--- src/rtl/core/kcp_pkg.sv ---
package kcp_pkg;

  localparam int unsigned KEY_BYTES = 16;

  localparam logic [5:0] PREFIX_LEN = 6'd6;
  localparam logic [5:0] SEP_POS    = 6'(PREFIX_LEN + 2 * KEY_BYTES);
  localparam logic [5:0] TEXT_LEN   = SEP_POS + 6'd9;
  localparam logic [5:0] LAST_POS   = TEXT_LEN - 6'd1;
  localparam logic [5:0] POS_MAX    = 6'd63;

  localparam logic [31:0] CRC_POLY    = 32'hEDB88320;
  localparam logic [31:0] CRC_INIT    = 32'hFFFFFFFF;
  localparam logic [7:0]  SCHEMA_BYTE = 8'h01;
  localparam logic [7:0]  SEP_CHAR    = 8'h2D;

  // Status codes.
  localparam logic [2:0] ST_OK       = 3'd0;
  localparam logic [2:0] ST_LENGTH   = 3'd1;
  localparam logic [2:0] ST_PREFIX   = 3'd2;
  localparam logic [2:0] ST_KEY_HEX  = 3'd3;
  localparam logic [2:0] ST_ZERO_KEY = 3'd4;
  localparam logic [2:0] ST_CRC_HEX  = 3'd5;
  localparam logic [2:0] ST_CRC_BAD  = 3'd6;

  // Error flag bits.
  localparam int unsigned ERR_PREFIX = 0;
  localparam int unsigned ERR_KEYHEX = 1;
  localparam int unsigned ERR_CRCHEX = 2;

  typedef struct packed {
    logic       text_end;
    logic [7:0] text_char;
  } item_t;

  typedef struct packed {
    logic [2:0]  status;
    logic [63:0] key_upper;
    logic [63:0] key_lower;
  } result_t;

  // Reflected CRC-32, one byte.
  function automatic logic [31:0] crc_byte(input logic [31:0] crc, input logic [7:0] b);
    logic [31:0] c;
    c = crc ^ {24'd0, b};
    for (int i = 0; i < 8; i++) begin
      if (c[0]) c = (c >> 1) ^ CRC_POLY;
      else      c = c >> 1;
    end
    return c;
  endfunction

  localparam logic [31:0] CRC_RESET = crc_byte(CRC_INIT, SCHEMA_BYTE);

  // Upper bit set means the character is not an uppercase hex digit.
  function automatic logic [4:0] hex_digit(input logic [7:0] c);
    logic [4:0] d;
    if (c >= 8'h30 && c <= 8'h39)      d = {1'b0, 4'(c - 8'h30)};
    else if (c >= 8'h41 && c <= 8'h46) d = {1'b0, 4'(c - 8'h37)};
    else                               d = 5'h10;
    return d;
  endfunction

  function automatic logic [7:0] prefix_char(input logic [2:0] idx);
    logic [7:0] c;
    unique case (idx)
      3'd0:    c = 8'h47;
      3'd1:    c = 8'h4C;
      3'd2:    c = 8'h43;
      3'd3:    c = 8'h50;
      3'd4:    c = 8'h31;
      3'd5:    c = 8'h2D;
      default: c = 8'h00;
    endcase
    return c;
  endfunction

endpackage

--- src/rtl/core/kcp_parser.sv ---
module kcp_parser (
  input  logic            clk,
  input  logic            rst_n,
  input  logic            step,
  input  kcp_pkg::item_t  item,
  output kcp_pkg::result_t result
);
  import kcp_pkg::*;

  logic [5:0]  pos_r, pos_nxt;
  logic [63:0] key_hi_r, key_hi_nxt;
  logic [63:0] key_lo_r, key_lo_nxt;
  logic [3:0]  nib_r, nib_nxt;
  logic [31:0] crc_r, crc_nxt;
  logic [31:0] rcrc_r, rcrc_nxt;
  logic [2:0]  err_r, err_nxt;
  logic        knz_r, knz_nxt;

  logic [4:0]  hex;
  logic [3:0]  dig;
  logic [5:0]  k;
  logic [7:0]  kbyte;

  assign hex   = hex_digit(item.text_char);
  assign dig   = hex[4] ? 4'd0 : hex[3:0];
  assign k     = pos_r - PREFIX_LEN;
  assign kbyte = {nib_r, dig};

  always_comb begin
    pos_nxt    = pos_r;
    key_hi_nxt = key_hi_r;
    key_lo_nxt = key_lo_r;
    nib_nxt    = nib_r;
    crc_nxt    = crc_r;
    rcrc_nxt   = rcrc_r;
    err_nxt    = err_r;
    knz_nxt    = knz_r;
    if (pos_r < PREFIX_LEN) begin
      if (item.text_char != prefix_char(pos_r[2:0])) err_nxt[ERR_PREFIX] = 1'b1;
    end else if (pos_r < SEP_POS) begin
      if (hex[4]) err_nxt[ERR_KEYHEX] = 1'b1;
      if (!k[0]) begin
        nib_nxt = dig;
      end else begin
        // Byte index bit 3 selects the upper or the lower key word.
        if (!k[4]) key_hi_nxt = {key_hi_r[55:0], kbyte};
        else       key_lo_nxt = {key_lo_r[55:0], kbyte};
        crc_nxt = crc_byte(crc_r, kbyte);
        if (kbyte != 8'd0) knz_nxt = 1'b1;
      end
    end else if (pos_r == SEP_POS) begin
      if (item.text_char != SEP_CHAR) err_nxt[ERR_PREFIX] = 1'b1;
    end else if (pos_r < TEXT_LEN) begin
      if (hex[4]) err_nxt[ERR_CRCHEX] = 1'b1;
      rcrc_nxt = {rcrc_r[27:0], dig};
    end
    if (pos_r < POS_MAX) pos_nxt = pos_r + 6'd1;
  end

  // The verdict looks at the state including the final character.
  always_comb begin
    if (pos_r != LAST_POS)         result.status = ST_LENGTH;
    else if (err_nxt[ERR_PREFIX])  result.status = ST_PREFIX;
    else if (err_nxt[ERR_KEYHEX])  result.status = ST_KEY_HEX;
    else if (!knz_nxt)             result.status = ST_ZERO_KEY;
    else if (err_nxt[ERR_CRCHEX])  result.status = ST_CRC_HEX;
    else if (~crc_nxt != rcrc_nxt) result.status = ST_CRC_BAD;
    else                           result.status = ST_OK;
    result.key_upper = (result.status == ST_OK) ? key_hi_nxt : 64'd0;
    result.key_lower = (result.status == ST_OK) ? key_lo_nxt : 64'd0;
  end

  always_ff @(posedge clk) begin
    if (!rst_n || (step && item.text_end)) begin
      pos_r    <= 6'd0;
      key_hi_r <= 64'd0;
      key_lo_r <= 64'd0;
      nib_r    <= 4'd0;
      crc_r    <= CRC_RESET;
      rcrc_r   <= 32'd0;
      err_r    <= 3'd0;
      knz_r    <= 1'b0;
    end else if (step) begin
      pos_r    <= pos_nxt;
      key_hi_r <= key_hi_nxt;
      key_lo_r <= key_lo_nxt;
      nib_r    <= nib_nxt;
      crc_r    <= crc_nxt;
      rcrc_r   <= rcrc_nxt;
      err_r    <= err_nxt;
      knz_r    <= knz_nxt;
    end
  end

endmodule

--- src/rtl/core/key_text_checksum_parser_core.sv ---
// Channel | Direction | Beat content
// in_     | input     | tdata[7:0] one text character; tlast marks the last character
// out_    | output    | one verdict beat per text: status, upper and lower key halves
//
// One character beat is taken every clock cycle, unless a last character waits in the
// input register for the result slot. A verdict reaches out_tvalid by way of the input
// register and then the parse stage that loads the result register. Reset (rst_n low,
// synchronous) empties both registers and returns the parser to position zero with the
// CRC preloaded with the schema byte. A stalled result only holds back a following last
// character; ordinary characters keep flowing underneath it.
module key_text_checksum_parser_core (
  input  logic         clk,
  input  logic         rst_n,
  input  logic         in_tvalid,
  output logic         in_tready,
  input  logic [7:0]   in_tdata,   // [7:0] text_char
  input  logic         in_tlast,   // text_end
  output logic         out_tvalid,
  input  logic         out_tready,
  output logic [135:0] out_tdata   // [2:0] status, [66:3] key_upper, [130:67] key_lower
);
  import kcp_pkg::*;

  logic    in_valid_r;
  item_t   in_item_r;
  logic    out_valid_r;
  result_t out_res_r;
  result_t verdict;
  logic    out_free;
  logic    proc_fire;

  // A character leaves the input register when it needs no result slot, or the slot
  // is free or being emptied this cycle.
  assign out_free  = !out_valid_r || out_tready;
  assign proc_fire = in_valid_r && (!in_item_r.text_end || out_free);
  assign in_tready = !in_valid_r || proc_fire;

  always_ff @(posedge clk) begin
    if (!rst_n) begin
      in_valid_r <= 1'b0;
    end else if (in_tready) begin
      in_valid_r <= in_tvalid;
    end
  end

  always_ff @(posedge clk) begin
    if (in_tvalid && in_tready) begin
      in_item_r.text_char <= in_tdata;
      in_item_r.text_end  <= in_tlast;
    end
  end

  kcp_parser u_parser (
    .clk    (clk),
    .rst_n  (rst_n),
    .step   (proc_fire),
    .item   (in_item_r),
    .result (verdict)
  );

  // Result register: loaded only by the last character of a text.
  always_ff @(posedge clk) begin
    if (!rst_n) begin
      out_valid_r <= 1'b0;
    end else if (proc_fire && in_item_r.text_end) begin
      out_valid_r <= 1'b1;
    end else if (out_tready) begin
      out_valid_r <= 1'b0;
    end
  end

  always_ff @(posedge clk) begin
    if (proc_fire && in_item_r.text_end) begin
      out_res_r <= verdict;
    end
  end

  assign out_tvalid = out_valid_r;
  assign out_tdata  = {5'd0, out_res_r.key_lower, out_res_r.key_upper, out_res_r.status};

`ifndef SYNTHESIS
  // A rejected text never exposes key material.
  a_key_zero_on_error: assert property (@(posedge clk) disable iff (!rst_n)
    out_valid_r && out_res_r.status != ST_OK |->
      out_res_r.key_upper == 64'd0 && out_res_r.key_lower == 64'd0)
    else $error("key bits present with a failing status");

  // A held character is not dropped from the input register.
  a_in_hold: assert property (@(posedge clk) disable iff (!rst_n)
    in_valid_r && !proc_fire |=> in_valid_r && $stable(in_item_r))
    else $error("input register lost a waiting character");

  // The result register only fills from a last character.
  a_out_from_last: assert property (@(posedge clk) disable iff (!rst_n)
    $rose(out_valid_r) |-> $past(in_valid_r && in_item_r.text_end))
    else $error("verdict appeared without a last character");
`endif

endmodule
--- config.mk ---
export PLATFORM = sky130hd
export DESIGN_NAME = key_text_checksum_parser_core
export DESIGN_NICKNAME = d
export VERILOG_FILES = /design/src/rtl/core/kcp_pkg.sv /design/src/rtl/core/kcp_parser.sv /design/src/rtl/core/key_text_checksum_parser_core.sv
export SDC_FILE = /design/constraint.sdc
export NUM_CORES = 1
export LEC_CHECK = 0
export CELL_PAD_IN_SITES_DETAIL_PLACEMENT = 0
export CELL_PAD_IN_SITES_GLOBAL_PLACEMENT = 1
export CORE_MARGIN = 2
export CORE_UTILIZATION = 46
export DETAILED_ROUTE_END_ITERATION = 16
export DONT_BUFFER_PORTS = 1
export PLACE_DENSITY_LB_ADDON = 0.1
export REMOVE_ABC_BUFFERS = 1
export SLEW_MARGIN = 30
export SYNTH_ARGS = -nofsm -noshare
export SYNTH_HDL_FRONTEND = slang
export SYNTH_SLANG_ARGS = --single-unit
--- constraint.sdc ---
create_clock -name clk -period 11.6 [get_ports clk]
set_input_delay 0.58 -clock clk [delete_from_list [all_inputs] [get_ports clk]]
set_output_delay 0.58 -clock clk [all_outputs]
set_load 0.02 [all_outputs]
---- Word level (Yosys, flattened, before mapping) ----
Cells that the tools add are included.
Widths: inputs -> output; s select.
operators by class
  add/subtract/negate cells ............... 4
  order comparisons ....................... 8
  eq/ne operators ......................... 10
  mux-type cells .......................... 73
  bitwise operators ....................... 12
  reductions and logical operators ........ 19
operators by type and width
  cell                 count
  $mux 32              36
  $mux 64              8
  $not 13->14          8
  $pmux 7 s6           1
  $ne 32x32->1         1
  $not 32->32          1
  $xor 32x8->32        1
  $lt 6x6->1 const B   3
  $mux 3               6
  $mux 1               17
  $mux 5               2
  $ge 8x6->1 const B   1
  $ge 8x7->1 const B   1
  $le 8x6->1 const B   1
  $le 8x7->1 const B   1
  $mux 8               1
  $ne 8x6->1 const B   1
  $ne 8x8->1           1
  $reduce_bool 8->1    1
  $add 6x1->6 const B  1
  $eq 3x2->1 const B   2
  $eq 3x3->1 const B   2
  $eq 6x6->1 const B   1
  $logic_not 3->1      2
  15 further kinds     26
storage, ports and cells
  register bits after elaboration ......... 348
  input bits .............................. 13
  output and inout port bits .............. 138
  word-level logic and storage cells ...... 141

---- Logic depth before layout (Yosys ltp) ----
Gate-level depths: netlist of run 1.
  depth after elaboration ................. 55
  depth in mapped cells ................... 19
  gate-level depth less buffers ........... 13

---- Cells and area by module ----
From an unflattened synthesis of run 1, not the netlist that was laid out.
second synthesis, totals
  cell total of the unflattened synthesis .. 1,807
  area, all modules ....................... 16,245.6 µm²
by module, submodules not included
  module                         times used  cells an instance  area an instance (µm²)  seq. area each (µm²)
  kcp_parser                     1           1,649              11,882.6                4,124.0
  key_text_checksum_parser_core  1           158                4,362.9                 4,244.1

---- Least setup slack after synthesis of run 1 ----
Ideal clock, no wire load.
  path kind ............................... input-to-reg
  start ................................... input port out_tready
  end ..................................... register out_res_r (netlist bit out_tdata[0]) (enable)
  setup time .............................. 0.485 ns
  data arrival time ....................... 3.683 ns
  data required time ...................... 11.115 ns
  setup slack ............................. 7.432 ns
  stages .................................. 6
  buffers on the path ..................... 1
  cells stage by stage .................... nor2b_1 nand2_1 and2_1 clkbuf_1 nand2_1 inv_1
on the way
  word-level cells in the longest chain between the ends .. 4
RTL lines
  what                  RTL line                             text
  from (decl)           key_text_checksum_parser_core.sv:19  input logic out_tready,
  $logic_or 1x1->1      key_text_checksum_parser_core.sv:34  assign out_free = !out_valid_r || out_tready;
  $logic_or 1x1->1      key_text_checksum_parser_core.sv:35  assign proc_fire = in_valid_r && (!in_item_r.text_end || out_free);
  $logic_and 1x1->1     key_text_checksum_parser_core.sv:35
  $logic_and 1x1->1     key_text_checksum_parser_core.sv:73  if (proc_fire && in_item_r.text_end) begin
  to (signal assigned)  key_text_checksum_parser_core.sv:74  out_res_r <= verdict;
  to (decl)             key_text_checksum_parser_core.sv:27  result_t out_res_r;
Every way passes these cells.
A chain may end at the register's enable or synchronous reset.

---- Final worst setup path of run 1 ----
  start ................................... register in_item_r[0] in the netlist's numbering
  end ..................................... register out_res_r (netlist bit out_tdata[4]) (data pin)
on the way
  word-level cells in the longest chain between the ends .. 52
  elaborated cells between the ends (all ways) .. 87
  those cells by class .................... add/sub (2); order compare (4); eq/ne (3); mux (65); bitwise (9); reduce/logical (4)
RTL lines
  what                                             RTL line                             text
  from (decl)                                      key_text_checksum_parser_core.sv:25  item_t in_item_r;
  $ge 8x7->1 / $le 8x7->1 (equally long branches)  kcp_pkg.sv:58                        else if (c >= 8'h41 && c <= 8'h46) d = {1'b0, 4'(c - 8'h37)};
  $logic_and 1x1->1                                kcp_pkg.sv:58
  $mux 5                                           kcp_pkg.sv:58
  $mux 5                                           kcp_pkg.sv:57                        if (c >= 8'h30 && c <= 8'h39) d = {1'b0, 4'(c - 8'h30)};
  $mux 4                                           kcp_parser.sv:25                     assign dig = hex[4] ? 4'd0 : hex[3:0];
  $xor 32x8->32                                    kcp_pkg.sv:44                        c = crc ^ {24'd0, b};
  $mux 32                                          kcp_pkg.sv:46                        if (c[0]) c = (c >> 1) ^ CRC_POLY;
  $mux 32                                          kcp_parser.sv:42                     if (!k[0]) begin
  (+36 left out)                                   -
  $ne 32x32->1                                     kcp_parser.sv:67                     else if (~crc_nxt != rcrc_nxt) result.status = ST_CRC_BAD;
  $mux 3                                           kcp_parser.sv:67
  $mux 3                                           kcp_parser.sv:66                     else if (err_nxt[ERR_CRCHEX]) result.status = ST_CRC_HEX;
  $mux 3                                           kcp_parser.sv:65                     else if (!knz_nxt) result.status = ST_ZERO_KEY;
  $mux 3                                           kcp_parser.sv:64                     else if (err_nxt[ERR_KEYHEX]) result.status = ST_KEY_HEX;
  $mux 3                                           kcp_parser.sv:63                     else if (err_nxt[ERR_PREFIX]) result.status = ST_PREFIX;
  $mux 3                                           kcp_parser.sv:62                     if (pos_r != LAST_POS) result.status = ST_LENGTH;
  $logic_not 3->1                                  kcp_parser.sv:69                     result.key_upper = (result.status == ST_OK) ? key_hi_nxt : 64'd0;
Parallel ways exist; a longest one is shown, timed or not. The select of a mux whose other input is x is not followed.

==> impl_summary.log, run 1 <==
INFO  metric total_of_endpoints_with_negative_setup_slack_in_the_final_report = 0
INFO  metric number_of_register_bits_inferred_by_synthesis = 348
INFO  metric vias = 12.0k
INFO  metric area_enclosed_by_the_die_boundary = 37,400 um^2
INFO  metric worstHoldEndpoint = in_item_r[2]
INFO  metric routed-wl-met3 = 1560 um
INFO  metric cts_resized = 0
INFO  metric run_status = finished clean
INFO  metric grtUsageTotal = 22.6%
INFO  metric synth.area.top_cells = sky130_fd_sc_hd__edfxtp_1 26%, sky130_fd_sc_hd__dfxtp_1 25%, sky130_fd_sc_hd__nand2_1 13%
INFO  metric initial_standard_cell_utilization_of_the_core = between 40 and 50%
INFO  metric final_min_period_over_clock_period = 44.9%
INFO  metric floorplan.die.height = 193 um
INFO  metric drt-wirelength-per-cell = ~19 um
INFO  metric grt_max_degree = 129
INFO  metric dr_wl_met2 = 19,700 um
INFO  metric netlist.area_leader.share = 25.5%
INFO  metric global_route.overflow_total = 0
INFO  metric grt_setup_unrepaired = no
INFO  metric pwr_density_cell = approximately 140 nW/um^2
INFO  metric core = 35,400 um^2
INFO  metric hold_violations = 0
INFO  metric timing.setup.critical_path_class = reg -> reg
INFO  metric synth.avg_cell_area = 9.17 um^2
INFO  metric worst_pin_slew = 0.955 ns
INFO  metric tritoncts_num_sinks = 348
INFO  metric synthFlopType = sky130_fd_sc_hd__dfxtp_1
INFO  metric first_pass_iters = 5
INFO  metric std_cell_rows = 69
INFO  metric holdCritPathClass = in -> reg
INFO  metric period_minus_slack = around 5.2 ns
INFO  metric finalCoreUtilization = between 50% and 60%
INFO  metric slew_viol_final = 0
INFO  metric synth_enable_flop_cells = 140
INFO  metric totalPowerFinal = 2.52 mW
INFO  metric post_cts_buffers = 0
INFO  metric syn-instance-count = 1,798
INFO  metric cts_inserted_buffers = 39
INFO  metric clk_root_buffer_cell = sky130_fd_sc_hd__clkbuf_16
INFO  metric drt-vias-per-instance = approximately 5.4
INFO  metric regToRegEndpoint = out_tdata[4]
INFO  metric detail_route.drc_violations = 0
INFO  metric antenna_found_initial = 0
INFO  metric routed_wirelength = between 40,000 and 50,000 um
INFO  metric tritoncts = built
INFO  metric worstSkewPairLatency = 0.56 ns
INFO  metric first_iter_violations = a little over 900
INFO  metric global_route_wire_length_before_repair = 67,200 um
INFO  metric setup_total_negative_slack = 0 ns
INFO  metric synth.cells.most_frequent = 584 x sky130_fd_sc_hd__nand2_1, 208 x sky130_fd_sc_hd__dfxtp_1, 187 x sky130_fd_sc_hd__a21oi_1, 140 x sky130_fd_sc_hd__edfxtp_1, 100 x sky130_fd_sc_hd__a21oi_2
INFO  metric layout-drive-gt1-share = a little under an eighth
INFO  metric crit_fanout = roughly 130
INFO  metric finish.net_count = 1,761
INFO  metric synth_warnings = 0
INFO  metric crit-reg2reg-launch = in_item_r[0]
INFO  metric holdPathStages = 0
INFO  metric port_buffers = 0
INFO  metric cts_hold_buf = 0
INFO  metric netlist-cell-type-count = 68
INFO  metric worst_reg_to_reg_path_cell_count = 14
INFO  metric cp-end-kind = flop
INFO  metric routed.top_layer = met4
INFO  metric die_width = slightly below 200 um
INFO  metric routedLengthMet1 = 20,700 um
INFO  metric ctsHtreeMaxLevel = 2
INFO  metric synthesis.area = 16,500 um^2
INFO  metric vdd.ir_drop.worst = 0.110 mV
INFO  metric min-delay-start = in_tdata[2]
INFO  metric power.static_leakage = ~5.8 nW
INFO  metric ys_async_sr_fraction = 0%
INFO  metric first_global_vias = 11.0k
INFO  metric clock_slew_at_reported_path_ffs = around 0.060 ns
INFO  metric cp_data_required_time = 11.99 ns
INFO  metric worst_slew_margin_rel = 36.2%
INFO  metric start_kind = flop
INFO  metric hpwl = 26,400 um
INFO  metric antenna_cells = 0
INFO  metric gp_congestion = 0.907
INFO  metric synth_top_area_cell = sky130_fd_sc_hd__edfxtp_1
INFO  metric timing.max_cap.violations = 0
INFO  metric r2r_setup_slk = 6.39 ns
INFO  metric area.growth.synth_to_final = 8.62%
INFO  metric final.setup_skew = 0.0137 ns
INFO  metric synth-seq-area-share = 50.8%
INFO  metric cts-root-to-sink-buffers = 3
INFO  metric max_freq = roughly 190 MHz
INFO  metric drt.antenna.violating_nets = 0
INFO  metric crit_arrival = 5.60 ns
INFO  metric yosys.cell_count.top_type = sky130_fd_sc_hd__nand2_1
INFO  metric io_pins = 151
-- critical path, stage by stage (launching register included) --
cell                       delay (ns)
sky130_fd_sc_hd__edfxtp_1        0.52
sky130_fd_sc_hd__inv_1           0.14
sky130_fd_sc_hd__ha_1            0.20
sky130_fd_sc_hd__or3b_1          0.39
sky130_fd_sc_hd__and4_4          0.20
sky130_fd_sc_hd__a22oi_4         0.62
sky130_fd_sc_hd__xnor2_2         0.32
sky130_fd_sc_hd__xnor2_1         0.44
sky130_fd_sc_hd__xor2_1          0.22
sky130_fd_sc_hd__nor4_1          0.42
sky130_fd_sc_hd__o31ai_1         0.16
sky130_fd_sc_hd__nor4b_2         0.37
sky130_fd_sc_hd__nand4_1         0.20
sky130_fd_sc_hd__buf_12          0.31
sky130_fd_sc_hd__a211oi_1        0.35
-- stage by stage --
| stage | setup slack (ns) | cells | area [um^2] | hold slack (ns) |
|---|---|---|---|---|
| global placement | 6.31 | 2160 | 16700 | 0.442 |
| finish | 6.39 | 2231 | 17900 | 0.118 |
| detailed placement | 6.36 | 2160 | 16700 | 0.448 |
| floorplan | 0.563 | 1675 | 15900 | 0.436 |
| global route | 5.97 | 2231 | 17900 | 0.0955 |
| CTS | 6.34 | 2231 | 17900 | 0.0892 |
-- flip-flops by register name, indices dropped and copies added, names as in the netlist --
name / cells
in_item_r: 9
in_valid_r: 1
out_tdata: 131
out_tvalid: 1
u_parser.crc_r: 32
u_parser.err_r: 3
u_parser.key_hi_r: 64
u_parser.key_lo_r: 64
u_parser.knz_r: 1
u_parser.nib_r: 4
u_parser.pos_r: 6
u_parser.rcrc_r: 32
-- report_power, final --
group | internal, mW | total (mW) | switching (mW)
clock | 0.667 | 1.16 | 0.495
combinational | 0.0189 | 0.0699 | 0.0510
sequential | 1.27 | 1.28 | 0.0101
total | 1.96 | 2.52 | 0.556
-- layout by cell type, fill, tap and decap left out, types with 5 or more instances in the layout --
cell type                   netlist  layout
sky130_fd_sc_hd__dfxtp_1        208     208
sky130_fd_sc_hd__and3_1           5       5
sky130_fd_sc_hd__a211oi_1        38      38
sky130_fd_sc_hd__o211ai_1        16      16
sky130_fd_sc_hd__nand3_1         16      16
sky130_fd_sc_hd__buf_4            9      22
sky130_fd_sc_hd__xnor2_1         91      91
sky130_fd_sc_hd__and2_1           7       6
sky130_fd_sc_hd__nand2_1        584     579
sky130_fd_sc_hd__o21a_1           5       5
sky130_fd_sc_hd__ha_1             8       8
sky130_fd_sc_hd__a21oi_1        187     187
sky130_fd_sc_hd__a21oi_2        100     100
sky130_fd_sc_hd__xnor3_1          6       6
sky130_fd_sc_hd__nor2_1          82      78
sky130_fd_sc_hd__nor3_1          15      14
sky130_fd_sc_hd__conb_1           1       5
sky130_fd_sc_hd__nor2b_1          6       6
sky130_fd_sc_hd__a31oi_1          9       9
sky130_fd_sc_hd__edfxtp_1       140     140
sky130_fd_sc_hd__nand4_1          9       9
sky130_fd_sc_hd__or3_1            5       5
sky130_fd_sc_hd__xor2_1          32      32
sky130_fd_sc_hd__inv_1           12      11
sky130_fd_sc_hd__clkbuf_1        90      19
sky130_fd_sc_hd__clkbuf_8         0       6
sky130_fd_sc_hd__xnor2_2          7       7
sky130_fd_sc_hd__clkbuf_16        0      39
sky130_fd_sc_hd__mux2i_1         29      29
-- kinds of logic (layout without fill, tap and decap cells) --
family,Yosys count,in the layout,synth area share [%]
AND/OR/NAND/NOR,747,747,18.3
AO/OA/AOI/OAI,383,383,15.7
flip-flops,348,348,50.8
XOR/XNOR,143,143,8.97
buffers and inverters,139,107,3.93
multiplexers,29,29,1.76
adder cells (fa/ha/maj),8,8,0.607
other,1,5,0.0228
-- final cells by class --
type | count | area, um^2
clock inverters | 7 | 50.0
flip-flops and latches | 348 | 8370
repair buffers | 24 | 196
fillers | 3387 | 17500
well taps | 461 | 577
inverters | 12 | 47.5
multi-input cells | 1315 | 7530
clock buffers | 64 | 1130
-- how the worst max path moves through the flow --
stage                           start  slack, ns            end
detailed placement       in_item_r[0]       6.36  out_tdata[47]
global placement         in_item_r[0]       6.31   out_tdata[4]
finish                   in_item_r[0]       6.39   out_tdata[4]
global route             in_item_r[0]       5.97   out_tdata[4]
CTS                      in_item_r[0]       6.34  out_tdata[47]
floorplan           u_parser.pos_r[0]       0.56   out_tdata[3]
-- per-layer routing --
layer | GRT usage (%) | vias to the layer above
li1 | - | 5967
met1 | 33.3 | 5757
met2 | 34.6 | 239
met3 | 3.05 | 44
met4 | 6.64 | 0
met5 | 0 | -
Power figures use the tool's default switching activity.
==> inputs of run 2 (changes only) <==
Settings changed: ABC_AREA from default to 1.
Clock period 11.6 ns to 5.45 ns, I/O delays scaled along.
==> run 2 against run 1 <==
  * Register-to-register slack worse by 5.6 ns
  * Hold slack better by 0.047 ns
  * Synthesized area rose by 12%
  * Via count increased by 18%
  * Design area up 12%
  * Non-clock buffer count is 12 higher
==> impl_summary.log, run 2 <==
INFO  metric run_status = finished clean
INFO  metric worst_slew_margin_rel = 37.3% (+1.1 points)
INFO  metric hpwl = 32,000 um (+21%)
INFO  metric grt_setup_unrepaired = no
INFO  metric total_of_endpoints_with_negative_setup_slack_in_the_final_report = 0 (unchanged)
INFO  metric final_min_period_over_clock_period = 86.1% (+41 points)
INFO  metric final.setup_skew = 0.0188 ns (+0.00514 ns)
INFO  metric cts_inserted_buffers = 40 (+2.6%)
INFO  metric cp-end-kind = flop
INFO  metric layout-drive-gt1-share = 11.6% (about the same)
INFO  metric holdCritPathClass = in -> reg
INFO  metric port_buffers = 0 (unchanged)
INFO  metric routed_wirelength = 46,600 um (+8.8%)
INFO  metric ctsHtreeMaxLevel = 2 (unchanged)
INFO  metric vias = 14.1k (+18%)
INFO  metric number_of_register_bits_inferred_by_synthesis = 348 (unchanged)
INFO  metric stdcell_count = 2,821 (+26%)
INFO  metric inst_count_dp = 2,734 (+27%)
INFO  metric global_route_wire_length_before_repair = 73,900 um (+10%)
INFO  metric multi_input_area = 7870 um^2 (+4.5%)
INFO  metric yosys.cell_count.top_type = sky130_fd_sc_hd__nand2_1
INFO  metric power.static_leakage = 9.12 nW (+57%)
INFO  metric ys_async_sr_fraction = 0% (unchanged)
INFO  metric layout.cells.most_common = sky130_fd_sc_hd__nand2_1
INFO  metric slew_viol_final = 0 (unchanged)
INFO  metric hold_violations = 0 (unchanged)
INFO  metric crit_fanout = 26 (-80%)
INFO  metric synthesis.area = 18,400 um^2 (+12%)
INFO  metric timing.setup.critical_path_class = reg -> reg
INFO  metric mostFrequentLayoutCells = 547 x sky130_fd_sc_hd__nand2_1, 386 x sky130_fd_sc_hd__inv_1, 208 x sky130_fd_sc_hd__dfxtp_1
INFO  metric antenna_cells = 0 (unchanged)
INFO  metric crit_top_cell = sky130_fd_sc_hd__nand2_1
INFO  metric vdd.ir_drop.worst = 0.238 mV (+120%)
INFO  metric dr_wl_met2 = 22,000 um (+12%)
INFO  metric synth-seq-area-share = 45.4% (-5.3 points)
INFO  metric largest_register_ffs = 131 (unchanged)
INFO  metric critical_path.max_stage_delay = 0.48 ns (-0.14 ns)
INFO  metric first_global_vias = 13.3k (+21%)
INFO  metric area_enclosed_by_the_die_boundary = 41,700 um^2 (+12%)
INFO  metric die_width = 204 um (+5.6%)
INFO  metric timing.max_cap.violations = 0 (unchanged)
INFO  metric routedLengthMet1 = 21,600 um (+4.4%)
INFO  metric gp_congestion = 0.900 (-0.74%)
INFO  metric area.growth.synth_to_final = 9.26%
INFO  metric first_iter_violations = 954 (+2.8%)
INFO  metric io_pins = 151 (unchanged)
INFO  metric antenna_found_initial = 0 (unchanged)
INFO  metric core = 39,600 um^2 (+12%)
INFO  metric syn-instance-count = 2,308 (+28%)
INFO  metric cts-root-to-sink-buffers = 3 (unchanged)
INFO  metric regArea = 8370 um^2 (unchanged)
INFO  metric tritoncts_num_sinks = 348 (unchanged)
INFO  metric totalPowerFinal = 6.32 mW (+150%)
INFO  metric synth_top_area_cell = sky130_fd_sc_hd__edfxtp_1
INFO  metric routed.top_layer = met4
INFO  metric synth_enable_flop_cells = 140 (unchanged)
INFO  metric netlist.area_leader.share = 22.8% (-2.7 points)
INFO  metric detail_route.drc_violations = 0 (unchanged)
INFO  metric post_cts_buffers = 0 (unchanged)
INFO  metric cp_slowest_cell = sky130_fd_sc_hd__edfxtp_1
INFO  metric netlist-cell-type-count = 46 (-32%)
INFO  metric tritoncts = built
INFO  metric grt_max_degree = 107 (-17%)
INFO  metric first_pass_iters = 5 (unchanged)
INFO  metric routed-wl-met3 = 1920 um (+23%)
INFO  metric drt.antenna.violating_nets = 0 (unchanged)
INFO  metric worst_pin_slew = 0.940 ns (-0.0148 ns)
INFO  metric cts_resized = 0 (unchanged)
INFO  metric num-fill-cells = 3,848 (+14%)
INFO  metric period_minus_slack = 4.69 ns (-0.516 ns)
INFO  metric pwr_density_cell = 314 nW/um^2 (+120%)
INFO  metric grtUsageTotal = 22.6% (+0.063 points)
INFO  metric crit_arrival = 5.10 ns (-0.50 ns)
INFO  metric synth.cells.most_frequent = 551 x sky130_fd_sc_hd__nand2_1, 389 x sky130_fd_sc_hd__inv_1, 208 x sky130_fd_sc_hd__dfxtp_1, 184 x sky130_fd_sc_hd__o21ai_0, 140 x sky130_fd_sc_hd__edfxtp_1
INFO  metric initial_standard_cell_utilization_of_the_core = 46.5% (-0.096 points)
INFO  metric drt-wirelength-per-cell = 16.5 um (-14%)
INFO  metric synthFlopType = sky130_fd_sc_hd__dfxtp_1
INFO  metric synth_warnings = 0 (unchanged)
INFO  metric clock_slew_at_reported_path_ffs = 0.06 ns (about the same)
INFO  metric max_freq = 213 MHz (+11%)
INFO  metric synth.avg_cell_area = 7.98 um^2 (-13%)
INFO  metric clk_root_buffer_cell = sky130_fd_sc_hd__clkbuf_16
INFO  metric finalCoreUtilization = 50.8% (+0.19 points)
INFO  metric worstSkewPairLatency = 0.57 ns (about the same)
INFO  metric start_kind = flop
INFO  metric floorplan.die.height = 204 um (+5.6%)
INFO  metric drt-vias-per-instance = 5.01 (-6.9%)
INFO  metric finish.net_count = 2,285 (+30%)
INFO  metric synth.area.top_cells = sky130_fd_sc_hd__edfxtp_1 23%, sky130_fd_sc_hd__dfxtp_1 23%, sky130_fd_sc_hd__nand2_1 11%
INFO  metric global_route.overflow_total = 0 (unchanged)
INFO  metric cp_data_required_time = 5.85 ns (-6.14 ns)
INFO  metric std_cell_rows = 73 (+5.8%)
INFO  metric cts_hold_buf = 12 (+12)
[run 2: cell types whose count changed after synthesis, moves of 35 or more]
cell	delta
sky130_fd_sc_hd__o211ai_1	+117
sky130_fd_sc_hd__a211oi_1	-35
sky130_fd_sc_hd__nand3_1	+98
sky130_fd_sc_hd__xnor2_1	-90
sky130_fd_sc_hd__inv_1	+377
sky130_fd_sc_hd__o21ai_0	+180
sky130_fd_sc_hd__a21oi_1	-89
sky130_fd_sc_hd__a21oi_2	-100
sky130_fd_sc_hd__nor2_4	+100
[run 2: per-layer routing]
metal  global-route usage, %  vias up
li1                        -     7312
met1                    30.2     6514
met2                    37.9      254
met3                    3.70       60
met4                    6.26        0
met5                       0        -
[run 2: cell families after synthesis]
group | after synthesis | synth area share [%]
AO/OA/AOI/OAI | 438 | 14.0
other | 1 | 0.0204
buffers and inverters | 526 | 12.1
multiplexers | 8 | 0.435
XOR/XNOR | 24 | 1.14
adder cells (fa/ha/maj) | 8 | 0.543
AND/OR/NAND/NOR | 955 | 26.4
flip-flops | 348 | 45.4
[run 2: power by group]
group | switching (mW) | internal [mW] | leakage, nW | total (mW)
combinational | 0.493 | 0.213 | 5.44 | 0.706
sequential | 0.108 | 2.82 | 3.04 | 2.93
clock | 1.09 | 1.60 | 0.635 | 2.69
[run 2: stage by stage]
step / setup TNS, ns / hold slack (ns) / instance area (um^2) / worst slack [ns]
final: 0 / 0.165 / 20100 / 0.756
after global routing: 0 / 0.169 / 20100 / 0.409
after CTS: 0 / 0.146 / 20100 / 0.754
after detailed placement: 0 / 0.371 / 18600 / 0.791
after global placement: 0 / 0.371 / 18600 / 0.927
after floorplan: -1847.10 / 0.371 / 17700 / -4.56
[run 2: worst max-delay path, delay by kind of cell, from the launching register on]
family	cells	cell delay, ns
simple gates	21	2.85
buf+inv	2	0.57
flops	1	0.48
compound gates	2	0.36
fa+ha+maj	1	0.25
[run 2: final timing paths]
kind,start,to,slack (ns),cells after the start
setup reg to reg,in_item_r[0],out_tdata[55],0.76,26
hold / removal,out_tready,in_valid_r,0.16,3
hold reg to reg,u_parser.err_r[2],u_parser.err_r[2],0.46,2
setup / recovery,in_item_r[0],out_tdata[55],0.76,26
[run 2: layout make-up]
class | count | area share (%)
Clock buffer | 65 | 5.94
Clock inverter | 9 | 0.640
Inverter | 400 | 7.52
Multi-Input combinational cell | 1438 | 39.1
Sequential cell | 348 | 41.6
Tap cell | 525 | 3.26
Timing Repair Buffer | 36 | 1.94
